===== config.mk =====
export PLATFORM = sky130hd
export DESIGN_NAME = xmsau_gpr_file
export DESIGN_NICKNAME = d
export VERILOG_FILES = /design/src/rtl/core/xmsau_gpr_file.sv
export SDC_FILE = /design/constraint.sdc
export NUM_CORES = 1
export LEC_CHECK = 0
export ABC_AREA = 0
export CORE_AREA = 5 5 162 164
export CTS_BUF_LIST = sky130_fd_sc_hd__clkbuf_2
export CTS_CLUSTER_SIZE = 20
export DETAILED_ROUTE_END_ITERATION = 8
export DIE_AREA = 0 0 167 169
export DONT_BUFFER_PORTS = 1
export PLACE_DENSITY_LB_ADDON = 0.08
export REMOVE_ABC_BUFFERS = 1
export SYNTH_ARGS = -nofsm -noshare
export SYNTH_HDL_FRONTEND = slang
export SYNTH_SLANG_ARGS = --single-unit

===== constraint.sdc =====
create_clock -name clock -period 3.8 [get_ports clock]
set_input_delay 0.38 -clock clock [delete_from_list [all_inputs] [get_ports clock]]
set_output_delay 0.38 -clock clock [all_outputs]
set_load 0.01 [all_outputs]

===== src/rtl/core/xmsau_gpr_file.sv =====
// General register file: one write port, two registered read ports, zero after reset.
module xmsau_gpr_file (
   input  logic        clock,
   input  logic        reset,
   input  logic        wr_en,
   input  logic [2:0]  wr_addr,
   input  logic [31:0] wr_data,
   input  logic        rd_en,
   input  logic [2:0]  rd_addr_a,
   input  logic [2:0]  rd_addr_b,
   output logic [31:0] rd_data_a,
   output logic [31:0] rd_data_b
);

   logic [31:0] mem [8];
   logic [7:0]  valid_ff;
   logic [7:0]  valid_in;
   logic [31:0] rd_a_ff;
   logic [31:0] rd_b_ff;
   logic        rd_valid_a_ff;
   logic        rd_valid_b_ff;

   always_comb begin
      valid_in = valid_ff;
      if (wr_en) begin
         valid_in[wr_addr] = 1'b1;
      end
   end

   always_ff @(posedge clock) begin
      if (reset) begin
         valid_ff <= '0;
      end else begin
         valid_ff <= valid_in;
      end
   end

   always_ff @(posedge clock) begin
      if (wr_en) begin
         mem[wr_addr] <= wr_data;
      end
      if (rd_en) begin
         rd_a_ff       <= mem[rd_addr_a];
         rd_b_ff       <= mem[rd_addr_b];
         rd_valid_a_ff <= valid_ff[rd_addr_a];
         rd_valid_b_ff <= valid_ff[rd_addr_b];
      end
   end

   // An entry never written since reset reads as zero.
   assign rd_data_a = rd_valid_a_ff ? rd_a_ff : '0;
   assign rd_data_b = rd_valid_b_ff ? rd_b_ff : '0;

endmodule


-- After elaboration in Yosys (flattened, before gate mapping)
Memories as Yosys holds them, arrays and structs flattened. A register that Yosys moved wholly into a read port is not among the register bits.
Index checks and enable logic that the tools add are counted.
- $lt $le $gt $ge: 4
- multiplexer cells: 10
- bitwise operators: 1
- reductions and logical operators: 1
- operators with widths (cell ; count):
    2-to-1 mux 32 bit ; 2
    less-than comparator 3 x 4 -> 1 bit (second input constant) ; 3
    OR 8 bit ; 1
    binary-select mux 1 bit (select 3 bit) ; 2
    2-to-1 mux 1 bit ; 5
    demux 1 bit (select 3 bit) ; 1
    >= comparator 3 x 1 -> 1 bit (second input constant) ; 1
    logical AND 1 bit ; 1
- register bits after elaboration: 10
- RAM bits: 256
- input bits: 45
- output and inout port bits: 64
- logic and storage cells: 20
- memories: 1
- memories (name ; depth ; bits a word ; rd ports ; clocked after Yosys merged registers in ; wr ports ; RTL line ; source):
    mem ; 8 ; 32 ; 2 ; 2 ; 1 ; 15 ; logic [31:0] mem [8];

-- Logic depth before layout (Yosys ltp)
- depth in word-level cells: 5
- mapped depth: 4
- depth with buffers taken out: 2

-- Least setup slack after synthesis
Ideal clock, no wire load.
- path type: input -> register
- start point: in wr_addr[0]
- end point: mem mem[7][0], enable pin
- setup time: 422 ps
- arrival: 1789 ps
- required time: 3378 ps
- slack: 1589 ps
- stages on the path: 2
- buffers on the path: 0
- cell sequence: nand2_1 -> nor2_1
- RTL lines (item ; RTL line ; source):
    start, declared ; 6 ; input logic [2:0] wr_addr,
    end, declared ; 15 ;
Straight into the memory's write port.

-- Final worst setup path
- start point: reg rd_valid_b_ff
- end point: out rd_data_b[22]
- cells in the longest elaborated chain, start to end: 1
- RTL lines (item ; RTL line ; source):
    start, declared ; 21 ; logic rd_valid_b_ff;
    start signal, assigned ; 46 ; rd_valid_b_ff <= valid_ff[rd_addr_b];
    2-to-1 mux 32 bit ; 52 ; assign rd_data_b = rd_valid_b_ff ? rd_b_ff : '0;
    end, declared ; 12 ; output logic [31:0] rd_data_b
Every way passes these cells.

==> results.md <==
* Drt pass-1 iters at 4
* Routed len/inst at 26.59 µm
* CTS Hold Bufs at 57
* Post-CTS Repair Setup Buffers at 0
* Layout area overhead at 11.10%
* Max Transition Viols Final at 0
* Vias in the first global route at 8001
* Total wire length at 30530 µm
* Largest net degree at the start of global routing at 67
* Commonest register cell after synthesis: edfxtp_1
* Gate Count Post-Synth at 668
* Final core utilization at 64.84%
* Lkg Pwr at 5.328 nW
* Post-synth EDFFs at 322
* Syn. warnings at 0
* CP required at 3420 ps
* Final hold violations at 0
* Final Cycle Share at 71.01%
* Final antenna-violating net count at 0
* Drt via density at 6.208
* CTS Buf Count at 82
* Post-CTS Resized at 0
* Min cycle time layout at 2699 ps
* Crit-path max FO at 20
* CTS root buffer: clkbuf_2
* Rows at 58
* Crit. End Element: primary output
* Die footprint at 28220 µm²
* Max clock buf depth at 3
* FILL cells at 1731
* Synth unique cells at 19
* HPWL after DPL at 15310 µm
* Post-synthesis cell area at 14440 µm²
* Final hold slack at 99.18 ps
* DR iter-0 viols at 534
* Worst hold path class: in2reg
* Power Density at 444.5 nW/µm²
* Headroom to the max-slew limit at 29.44%
* Tightest Pin Transition at 1057 ps
* Initial Util at 58.36%
* Syn avg cell area at 21.62 µm²
* Core area at 24750 µm²
* Clock latency on the worst-skew pair at 830 ps
* RePlAce Congestion at 0.6793
* DRC violations left at 0
* Fraction of registers with async set/reset at 0%
* RSZ-0062 raised after global routing: no
* Synthesized flop and latch total at 330
* Total global routing overflow at 0
* Share of post-route cells with drive strength above 1 at 39.43%
* Vias post-DR at 7127
* Final nets at 815
* Worst Skew at 38.16 ps
* Final setup viols at 0
* Final Power at 7.132 mW
* Final Instance Area at 16050 µm²
* Initial antenna violation count at 3
* Status: complete, no violations
* Sequential element share of the synthesized area at 68.06%
* GRT Total Usage at 22.18%
* CP Data Arrival Time at 2320 ps
* Clock input transition at the sequential cells of the worst setup and hold paths at 100 ps
* CTS sink cnt at 330
* H-Tree Depth at 3
* Port Buf Inserts at 0
* Fmax at 0.3706 GHz
* Die X at 167 µm
* First-pass GRT wire length at 46710 µm
* Startpoint types: register
* Setup TNS Final at 0 ps
* Die height at 169 µm
* I/O Pins at 109
* Worst vdd ir at 0.2500 mV
* Placement Cell Area at 14630 µm²
* Max Cap Violations at 0
* Critical path class: reg2out
* TritonCTS clock tree: done
==> synth_stat cells (all sizes together), types with 2 or more instances <==
library cell,n,area share [%]
and2,64,2.8
inv,14,0.36
a21oi,7,0.24
nor2,2,0.052
nand4b,3,0.18
mux2,66,5.1
dfxtp,8,1.1
buf,25,1.3
nand2,2,0.052
nand4bb,3,0.23
clkbuf,18,0.47
mux4,132,21
edfxtp,322,67
==> metal layers <==
layer | wire length (µm) | vias up | GRT usage [%] | part of all wire (%)
met5 | 0 | - | 0 | 0
met4 | 295 | 0 | 5.585 | 0.97
met3 | 2037 | 27 | 5.161 | 6.7
met2 | 16060 | 265 | 38.46 | 53
met1 | 12140 | 3754 | 28.83 | 40
li1 | - | 3081 | - | -
==> worst paths after layout <==
path | start | to | slack [ps] | depth (start not counted)
min | rd_addr_a[1] | rd_a_ff[30] | 100 | 2
min reg2reg | valid_ff[3] | valid_ff[3] | 470 | 2
max | rd_valid_b_ff | rd_data_b[22] | 1100 | 2
max reg2reg | mem[3][22] | rd_a_ff[22] | 1320 | 4
==> cell type report <==
type,instances,area [µm²],share of cell area (%)
timing repair buffer,61,725.7,4.523
antenna,4,10.01,0.06238
sequential,330,9829,61.26
inverter,14,52.55,0.3275
multi-input combinational,281,4313,26.88
clock buffer,111,555.5,3.462
clock inverter,17,146.4,0.9123
tap,330,412.9,2.573
==> sequential cells by signal, indices dropped and copies added (netlist names) <==
| name | cells |
|---|---|
| valid_ff | 8 |
| rd_a_ff | 32 |
| rd_valid_a_ff | 1 |
| rd_b_ff | 32 |
| rd_valid_b_ff | 1 |
| mem | 256 |
==> report_power, final <==
group / switching (mW) / total, mW / internal, mW
registers: 0.0605 / 4.23 / 4.17
logic: 0.298 / 0.615 / 0.317
clock network: 1.31 / 2.29 / 0.976
total: 1.67 / 7.13 / 5.46
==> cell families (layout without fill, tap and decap cells) <==
| group | Yosys count | after routing | synth area share (%) |
|---|---|---|---|
| simple gates | 75 | 75 | 3.361 |
| compound gates | 8 | 8 | 0.3032 |
| buf+inv | 57 | 203 | 2.131 |
| flops | 330 | 330 | 68.06 |
| mux | 198 | 198 | 26.15 |
| other cells | 0 | 4 | 0 |
==> per-stage QoR <==
step | worst slack [ps] | std cells
floorplan | 1589 | 625
global placement | 1605 | 958
detailed placement | 1593 | 958
CTS | 952.4 | 1143
global route | 910.6 | 1147
finish | 1101 | 1148
==> critical path, cell delays in order, from the launching register on <==
cell and delay (ps):
edfxtp_1 830, buf_4 380, and2_1 270
==> cell usage in the layout (no fill, tap or decap) <==
master	synthesis	final
inv_1	14	7
clkinv_2	0	3
buf_4	0	3
buf_16	0	7
nand2_1	2	2
nor2_1	2	1
mux4_2	116	116
edfxtp_1	322	322
dfxtp_1	8	8
a21oi_1	7	7
nand4b_1	3	3
diode_2	0	4
a41oi_1	1	1
nor2_4	0	1
clkbuf_2	0	111
mux4_1	16	16
nand4bb_1	3	3
mux2_2	66	66
or4b_2	1	1
inv_2	0	10
dlygate4sd3_1	0	51
and2_1	64	64
bufinv_16	0	3
clkinv_1	0	8
No activity file was read; power rests on OpenSTA's default activity.
