File: src/rtl/core/xmsau_pkg.sv
// Shared types, codes and a helper function for the segment address unit.
package xmsau_pkg;

   typedef enum logic [1:0] {
      CMD_WRITE_GPR  = 2'd0,
      CMD_WRITE_SEL  = 2'd1,
      CMD_WRITE_DESC = 2'd2,
      CMD_COMPUTE    = 2'd3
   } cmd_type;

   localparam logic [1:0] STATUS_OK    = 2'd0;
   localparam logic [1:0] STATUS_LIMIT = 2'd1;
   localparam logic [1:0] STATUS_SIB   = 2'd2;

   localparam logic CSR_PROTECTED = 1'b0;
   localparam logic CSR_LIMIT     = 1'b1;

   localparam logic [2:0] SEG_ES = 3'd0;
   localparam logic [2:0] SEG_CS = 3'd1;
   localparam logic [2:0] SEG_SS = 3'd2;
   localparam logic [2:0] SEG_DS = 3'd3;
   localparam logic [2:0] SEG_FS = 3'd4;
   localparam logic [2:0] SEG_GS = 3'd5;
   localparam int unsigned SEG_COUNT = 6;

   localparam logic [2:0] GPR_BX = 3'd3;
   localparam logic [2:0] GPR_BP = 3'd5;
   localparam logic [2:0] GPR_SI = 3'd6;
   localparam logic [2:0] GPR_DI = 3'd7;

   localparam logic [1:0] MOD_NO_DISP = 2'd0;
   localparam logic [1:0] MOD_DISP8   = 2'd1;
   localparam logic [1:0] MOD_DISP32  = 2'd2;
   localparam logic [1:0] MOD_REG     = 2'd3;

   localparam logic [2:0] RM_SIB    = 3'd4;
   localparam logic [2:0] RM_DIRECT = 3'd5;
   localparam logic [2:0] RM_BP16   = 3'd6;

   // Decoded operand form handed to the offset stage.
   typedef struct packed {
      logic [1:0]  mode;
      logic [2:0]  rm;
      logic        addr32;
      logic [31:0] disp;
   } ea_ctl_type;

   typedef struct packed {
      logic [31:0] offset;
      logic [31:0] reg_value;
      logic        is_reg;
      logic        sib;
   } ea_res_type;

   // The base is scattered over three fields of the descriptor entry.
   function automatic logic [31:0] desc_base(input logic [63:0] entry);
      desc_base = {entry[63:56], entry[39:32], entry[31:16]};
   endfunction

endpackage

File: src/rtl/core/xmsau_offset.sv
// Offset computation for the 16-bit and 32-bit modrm forms and register operands.
module xmsau_offset (
   input  xmsau_pkg::ea_ctl_type ctl,
   input  logic [31:0]           gpr_a,
   input  logic [31:0]           gpr_b,
   output xmsau_pkg::ea_res_type res
);

   logic [31:0] disp8;
   logic [31:0] add32;
   logic [15:0] base16;
   logic [15:0] index16;
   logic [15:0] add16;

   always_comb begin
      disp8 = {{24{ctl.disp[7]}}, ctl.disp[7:0]};

      if (ctl.mode == xmsau_pkg::MOD_DISP8) begin
         add32 = disp8;
      end else if (ctl.mode == xmsau_pkg::MOD_DISP32) begin
         add32 = ctl.disp;
      end else begin
         add32 = '0;
      end

      // Mod zero with rm six is the direct 16-bit form: no base register.
      if (ctl.rm == xmsau_pkg::RM_BP16 && ctl.mode == xmsau_pkg::MOD_NO_DISP) begin
         base16 = '0;
      end else begin
         base16 = gpr_a[15:0];
      end
      index16 = (ctl.rm[2] == 1'b0) ? gpr_b[15:0] : '0;
      if (ctl.mode == xmsau_pkg::MOD_DISP8) begin
         add16 = disp8[15:0];
      end else if (ctl.mode == xmsau_pkg::MOD_DISP32 || ctl.rm == xmsau_pkg::RM_BP16) begin
         add16 = ctl.disp[15:0];
      end else begin
         add16 = '0;
      end

      res.is_reg    = (ctl.mode == xmsau_pkg::MOD_REG);
      res.reg_value = ctl.addr32 ? gpr_a : {16'd0, gpr_a[15:0]};
      res.sib       = ctl.addr32 && ctl.rm == xmsau_pkg::RM_SIB;
      if (ctl.addr32) begin
         if (ctl.mode == xmsau_pkg::MOD_NO_DISP && ctl.rm == xmsau_pkg::RM_DIRECT) begin
            res.offset = ctl.disp;
         end else begin
            res.offset = gpr_a + add32;
         end
      end else begin
         res.offset = {16'd0, 16'(base16 + index16 + add16)};
      end
   end

endmodule

File: config.mk
export PLATFORM = sky130hd
export DESIGN_NAME = xmsau_offset
export DESIGN_NICKNAME = d
export VERILOG_FILES = /design/src/rtl/core/xmsau_pkg.sv /design/src/rtl/core/xmsau_offset.sv
export SDC_FILE = /design/constraint.sdc
export NUM_CORES = 1
export LEC_CHECK = 0
export ABC_AREA = 1
export BUFFER_PORTS_ARGS = -buffer_cell sky130_fd_sc_hd__buf_2
export CORE_ASPECT_RATIO = 1.2
export CORE_UTILIZATION = 58
export DETAILED_ROUTE_END_ITERATION = 7
export PLACE_DENSITY_LB_ADDON = 0.2
export SYNTH_ARGS = -nofsm -noshare
export SYNTH_HDL_FRONTEND = slang
export SYNTH_SLANG_ARGS = --single-unit
File: constraint.sdc
create_clock -name vclk -period 8
set_input_delay 1.6 -clock vclk [all_inputs]
set_output_delay 1.6 -clock vclk [all_outputs]
set_load 0.01 [all_outputs]
After elaboration in Yosys (flattened, before gate mapping) --
Index checks and enable logic that the tools add are counted.
Word-level totals: logic and storage cells 23, input port bits 102, output and inout bits 66, register bits 0
Operators by class: reduce and logical (&&, ||, !) cells 5, $add $sub $neg 3, equality and inequality tests 6, mux-type cells 9
Operators with widths (count):
- $mux W32 | 5
- $mux W16 | 4
- $add A16 B16 Y16 | 2
- $add A32 B32 Y32 | 1
- $eq A3 B3 Y1 const B | 3
- $eq A2 B2 Y1 const B | 2
- $logic_and A1 B1 Y1 | 3
- $eq A2 B1 Y1 const B | 1
- $logic_not A2 Y1 | 1
- $logic_or A1 B1 Y1 | 1

Longest topological paths before layout --
Gate-level depths: netlist (run 1).
depth after elaboration 6, gate-level depth with buffers 23, depth with buffers taken out 22

Worst setup path before layout (run 1) --
OpenSTA, ideal clock, no wires.
kind input port to output port, from input ctl[37] (netlist bit), to output res[45] (netlist bit), stages on the path 20, arrival 4.391 ns, path buffers 1, required time 6.400 ns, slack 2.009 ns, cells stage by stage buf_4 > nand2_1 > inv_1 > nor2_1 > clkinv_1 > nand2_1 > nand2_1 > fa_1 > inv_1 > ha_1 > inv_1 > fa_1 > nand3b_1 > nand2_1 > nand2_1 > nand2_1 > nand3_1 > nand2_1 > nor2_1 > o21ai_0
RTL lines:
- start, declared | line xmsau_offset.sv:3 | input xmsau_pkg::ea_ctl_type ctl,
- end, declared | line xmsau_offset.sv:6 | output xmsau_pkg::ea_res_type res

==> flow_summary.json, run 1 <==
{
  "crit_top_cell": "nand2_1",
  "antenna_found_initial": 0,
  "tns_ps": 0,
  "hold_ws_ps": 3430,
  "core_mm2": 0.00820,
  "cp_slowest_cell": "fa_1",
  "cts.hold.buffers_added": 0,
  "globalplace.congestion": 1.05,
  "drt_iter0_drc": 333,
  "arrival_ps": 5000,
  "io_buffer_count": 152,
  "status": "finished, final reports clean",
  "synth_warnings": 0,
  "n_antenna_cell": 0,
  "fmax_mhz": 152,
  "viasPerCell": 5.03,
  "netlist_top_cells_area": "nand2_1 27%, inv_1 17%, ha_1 11%",
  "track_usage": 0.344,
  "critPathTopFamily": "simple AND/OR/NAND/NOR gates",
  "grt_pass1_vias": 5601,
  "min_from": "gpr_a[2]",
  "hold_viol_final": 0,
  "start_util": 0.607,
  "synth_top_area_cell": "nand2_1",
  "seq_cells": 0,
  "fin_ws_ps": 1400,
  "post-dp-hpwl_um": 12800,
  "die_y_um": 103,
  "vias": 6171,
  "postCtsSetupBuffers": 0,
  "grt_max_degree": 40,
  "synth_top_area_share": 0.266,
  "cp_max_fo": 10,
  "ys_seq_area_frac": 0,
  "drive_above_1_share": 0.162,
  "clock_buffers": 0,
  "syn_area_per_cell_um2": 5.00,
  "end_kind": "primary output",
  "synth_nets": 1160,
  "overflow": 0,
  "ioPinCount": 168,
  "fin_crit_sh": 0.825,
  "cellPowerDensity_mw_per_mm2": 86.8,
  "dp_slack_ps": 1410,
  "rsz0062_at_grt": "no",
  "yosysUniqueCellTypes": 39,
  "dpl_cell_area_mm2": 0.00567,
  "final_util": 0.692,
  "start_kind": "primary input",
  "synthCells": 996,
  "worst_hold_path_type": "primary input to primary output",
  "register_area_um2": 0,
  "period_minus_slack_ps": 6600,
  "crit_required_ps": 6400,
  "design_area_mm2": 0.00567,
  "area_growth_pct": 13.9,
  "cp_cell_sequence": "buf_2 > inv_2 > nand2_2 > inv_2 > nor2_1 > clkinv_1 > nand2_1 > nand2_1 > fa_1 > inv_1 > ha_1 > inv_1 > fa_1 > nand3b_1 > nand2_1 > nand2_1 > nand2_1 > nand4_1 > nand2_1 > inv_1 > nand2_1 > nand3_1 > nand2_1 > buf_2",
  "crit_buf_inv": 8,
  "grt_pass1_wl_um": 24500,
  "holdPathStages": 2,
  "slew_viol_final": 0,
  "slew-limit-headroom": 0.575,
  "nNetsFinal": 1280,
  "setup_viol": 0,
  "vdd_drop_max_uv": 46.8,
  "leakage_nw": 4.00,
  "remaining_drc_errors": 0,
  "rows": 36,
  "tightest_slew_ps": 636,
  "hold_path_end": "res[4]",
  "dieArea_mm2": 0.00896,
  "wire_per_inst_um": 12.5,
  "syn_area_mm2": 0.00498,
  "max_cap_violations": 0,
  "crit_type": "primary input to primary output",
  "die_w_um": 86.6,
  "cts_resized": 0,
  "drtAntennaViolNets": 0,
  "wl_um": 15400,
  "drtPass1Iterations": 5,
  "max_stage_delay_ps": 430
}
## worst max path at each step
stage,start,endpoint,slack (ps),cells after the start
final,ctl[37],res[49],1400,24
after global routing,ctl[37],res[49],1080,24
after CTS,ctl[37],res[49],1420,24
after detailed placement,ctl[37],res[49],1410,24
after global placement,ctl[37],res[49],1440,24
after floorplan,ctl[37],res[45],2010,20
## cells in the mapped netlist, types with 2 or more instances
master,instances
clkbuf_1,10
o21ai_1,2
ha_1,45
o21ai_0,40
xor2_1,13
nand3_1,58
o21bai_1,3
buf_4,21
inv_1,229
fa_1,17
a31oi_1,9
and2_1,2
nor2_2,5
nand2_2,7
nand2_1,353
a21oi_1,64
nand3_2,3
xnor2_1,4
nand4_1,5
nor3_1,2
nand3b_1,4
buf_2,3
a21o_1,3
nor2_1,74
or2_2,2
inv_2,5
## routing by layer
layer	vias to the layer above	track usage	wire length (µm)
li1	3243	-	-
met1	2662	0.378	6100
met2	217	0.690	7890
met3	49	0.0119	827
met4	0	0.140	554
met5	-	0	0
## cells by family (layout without fill, tap and decap cells)
| kind of cell | Yosys count | after routing | synth area share |
|---|---|---|---|
| AND/OR/NAND/NOR | 519 | 519 | 0.427 |
| buffers and inverters | 271 | 389 | 0.223 |
| AO/OA/AOI/OAI | 126 | 126 | 0.136 |
| adder cells (fa/ha/maj) | 62 | 62 | 0.182 |
| XOR/XNOR | 18 | 18 | 0.0332 |
## cells in the final DEF (no fill, tap or decap), types with 9 or more instances in the layout
master / synthesis / routed
xor2_1: 13 / 13
a21oi_1: 64 / 64
nand3_1: 58 / 58
o21ai_0: 40 / 40
inv_1: 229 / 229
a31oi_1: 9 / 9
ha_1: 45 / 45
buf_2: 3 / 152
nand2_1: 353 / 353
nor2_1: 74 / 74
fa_1: 17 / 17
## report_power, final
part           switching, mW  total (mW)  internal [mW]
clock network              0           0              0
registers                  0           0              0
logic                  0.309       0.492          0.183
total                  0.309       0.492          0.183
## layout make-up
cell class                 count  area (µm²)
fill                         877        2530
timing repair buffer         154         776
tap                          114         143
inverter                     235         882
multi-input combinational    725        3870
## per-stage QoR
stage	std cells	power [mW]
finish	1228	0.492
global route	1228	0.556
CTS	1228	0.489
detailed placement	1228	0.486
global placement	1228	0.481
floorplan	996	0.349
Power figures use the tool's default switching activity.
==> run 2: changes to the inputs <==
CORE_UTILIZATION = 49   (was 58)
clock period = 6 ns   (was 8 ns; I/O delays follow)
==> run 2 against run 1 <==
Clock-buffer cell count did not move. Largest power group unchanged. Sequential share of layout area unchanged. Highest routed layer unchanged. Cell count up 1.1%. Worst hold slack got worse by 800 ps. Non-clock buffer count rose by 5. Critical path type unchanged.
==> flow_summary.json, run 2 (same netlist as run 1, synthesis figures left out) <==
{
  "cts.hold.buffers_added": 0,
  "dpl_cell_area_mm2": 0.00572,
  "overflow": 0,
  "vias": 6120,
  "grt_util_met2": 0.570,
  "pwr-share-clk": 0,
  "final_util": 0.589,
  "max_stage_delay_ps": 440,
  "hold_path_end": "res[17]",
  "core_mm2": 0.00971,
  "holdPathStages": 2,
  "grt_use_met3": 0.00949,
  "fmax_mhz": 178,
  "leakage_nw": 4.03,
  "setup_viol": 0,
  "seq_cells": 0,
  "nNetsFinal": 1285,
  "slew-limit-headroom": 0.585,
  "swShare": 0.624,
  "drive_above_1_share": 0.166,
  "rows": 39,
  "ioPinCount": 168,
  "n_antenna_cell": 0,
  "use_met1": 0.333,
  "crit_buf_inv": 8,
  "min_from": "gpr_a[15]",
  "crit_top_cell": "nand2_1",
  "place_inst": 1242,
  "grt-busiest-layer": "met2",
  "viasPerCell": 4.93,
  "cellPowerDensity_mw_per_mm2": 115,
  "wl_um": 15400,
  "io_buffer_count": 152,
  "design_area_mm2": 0.00572,
  "dp_slack_ps": 379,
  "hold_viol_final": 0,
  "cp_cell_sequence": "buf_2 > inv_2 > nand2_2 > inv_2 > nor2_1 > clkinv_1 > nand2_1 > nand2_1 > fa_1 > inv_1 > ha_1 > inv_1 > fa_1 > nand3b_1 > nand2_1 > nand2_1 > nand2_1 > nand4_1 > nand2_1 > inv_1 > nand2_1 > nand3_1 > nand2_1 > buf_2",
  "grt_pass1_vias": 5683,
  "vdd_drop_max_uv": 41.6,
  "track_usage": 0.293,
  "crit_required_ps": 4800,
  "period_minus_slack_ps": 5630,
  "final_cell_mix": "353 x nand2_1, 229 x inv_1, 152 x buf_2, 74 x nor2_1, 64 x a21oi_1",
  "fin_crit_sh": 0.938,
  "p_comb_frac": 1.000,
  "postCtsSetupBuffers": 0,
  "cts_resized": 0,
  "antenna_found_initial": 0,
  "layoutNonFillerInstCount": 1242,
  "power_frac_seq": 0,
  "clock_buffers": 0,
  "start_kind": "primary input",
  "total_power_mw": 0.656,
  "arrival_ps": 4430,
  "cp_slowest_cell": "fa_1",
  "drt_iter0_drc": 256,
  "final_common_cell": "nand2_1",
  "max_cap_violations": 0,
  "register_area_um2": 0,
  "critPathTopFamily": "simple AND/OR/NAND/NOR gates",
  "worst_hold_path_type": "primary input to primary output",
  "end_kind": "primary output",
  "wire_per_inst_um": 12.4,
  "grt_pass1_wl_um": 25200,
  "drtPass1Iterations": 5,
  "power_switching_mw": 0.409,
  "dieArea_mm2": 0.0106,
  "tightest_slew_ps": 622,
  "area_growth_pct": 14.9,
  "slew_viol_final": 0,
  "hold_ws_ps": 2630,
  "start_util": 0.512,
  "rsz0062_at_grt": "no",
  "crit_start": "ctl[37]",
  "crit_type": "primary input to primary output",
  "p_int_mw": 0.247,
  "tns_ps": 0,
  "die_y_um": 112,
  "die_w_um": 94.0,
  "grt_max_degree": 36,
  "cp_max_fo": 8,
  "status": "finished, final reports clean",
  "globalplace.congestion": 0.967,
  "remaining_drc_errors": 0,
  "fin_ws_ps": 372,
  "drtAntennaViolNets": 0,
  "post-dp-hpwl_um": 13000
}
[run 2: worst max path at each step]
stage	slack, ps	cells after the start	endpoint
after floorplan	810	20	res[45]
final	370	24	res[49]
after global placement	450	24	res[49]
after CTS	390	24	res[49]
after global routing	150	24	res[49]
after detailed placement	380	24	res[49]
[run 2: power by group through the flow]
stage	Combinational (mW)	Clock [mW]	Sequential, mW
2_1_floorplan	0.465	0	0
6_report	0.656	0	0
3_3_place_gp	0.644	0	0
5_1_grt	0.743	0	0
4_1_cts	0.655	0	0
3_5_place_dp	0.651	0	0
[run 2: cell type report]
class	count	area, µm²
well taps	123	154
fillers	1134	3990
multi-input cells	725	3870
inverters	235	882
repair buffers	159	813
[run 2: per-layer routing]
layer	vias up	part of all wire
met5	-	0
met4	0	0.033
met3	37	0.039
met2	168	0.51
met1	2658	0.42
li1	3257	-
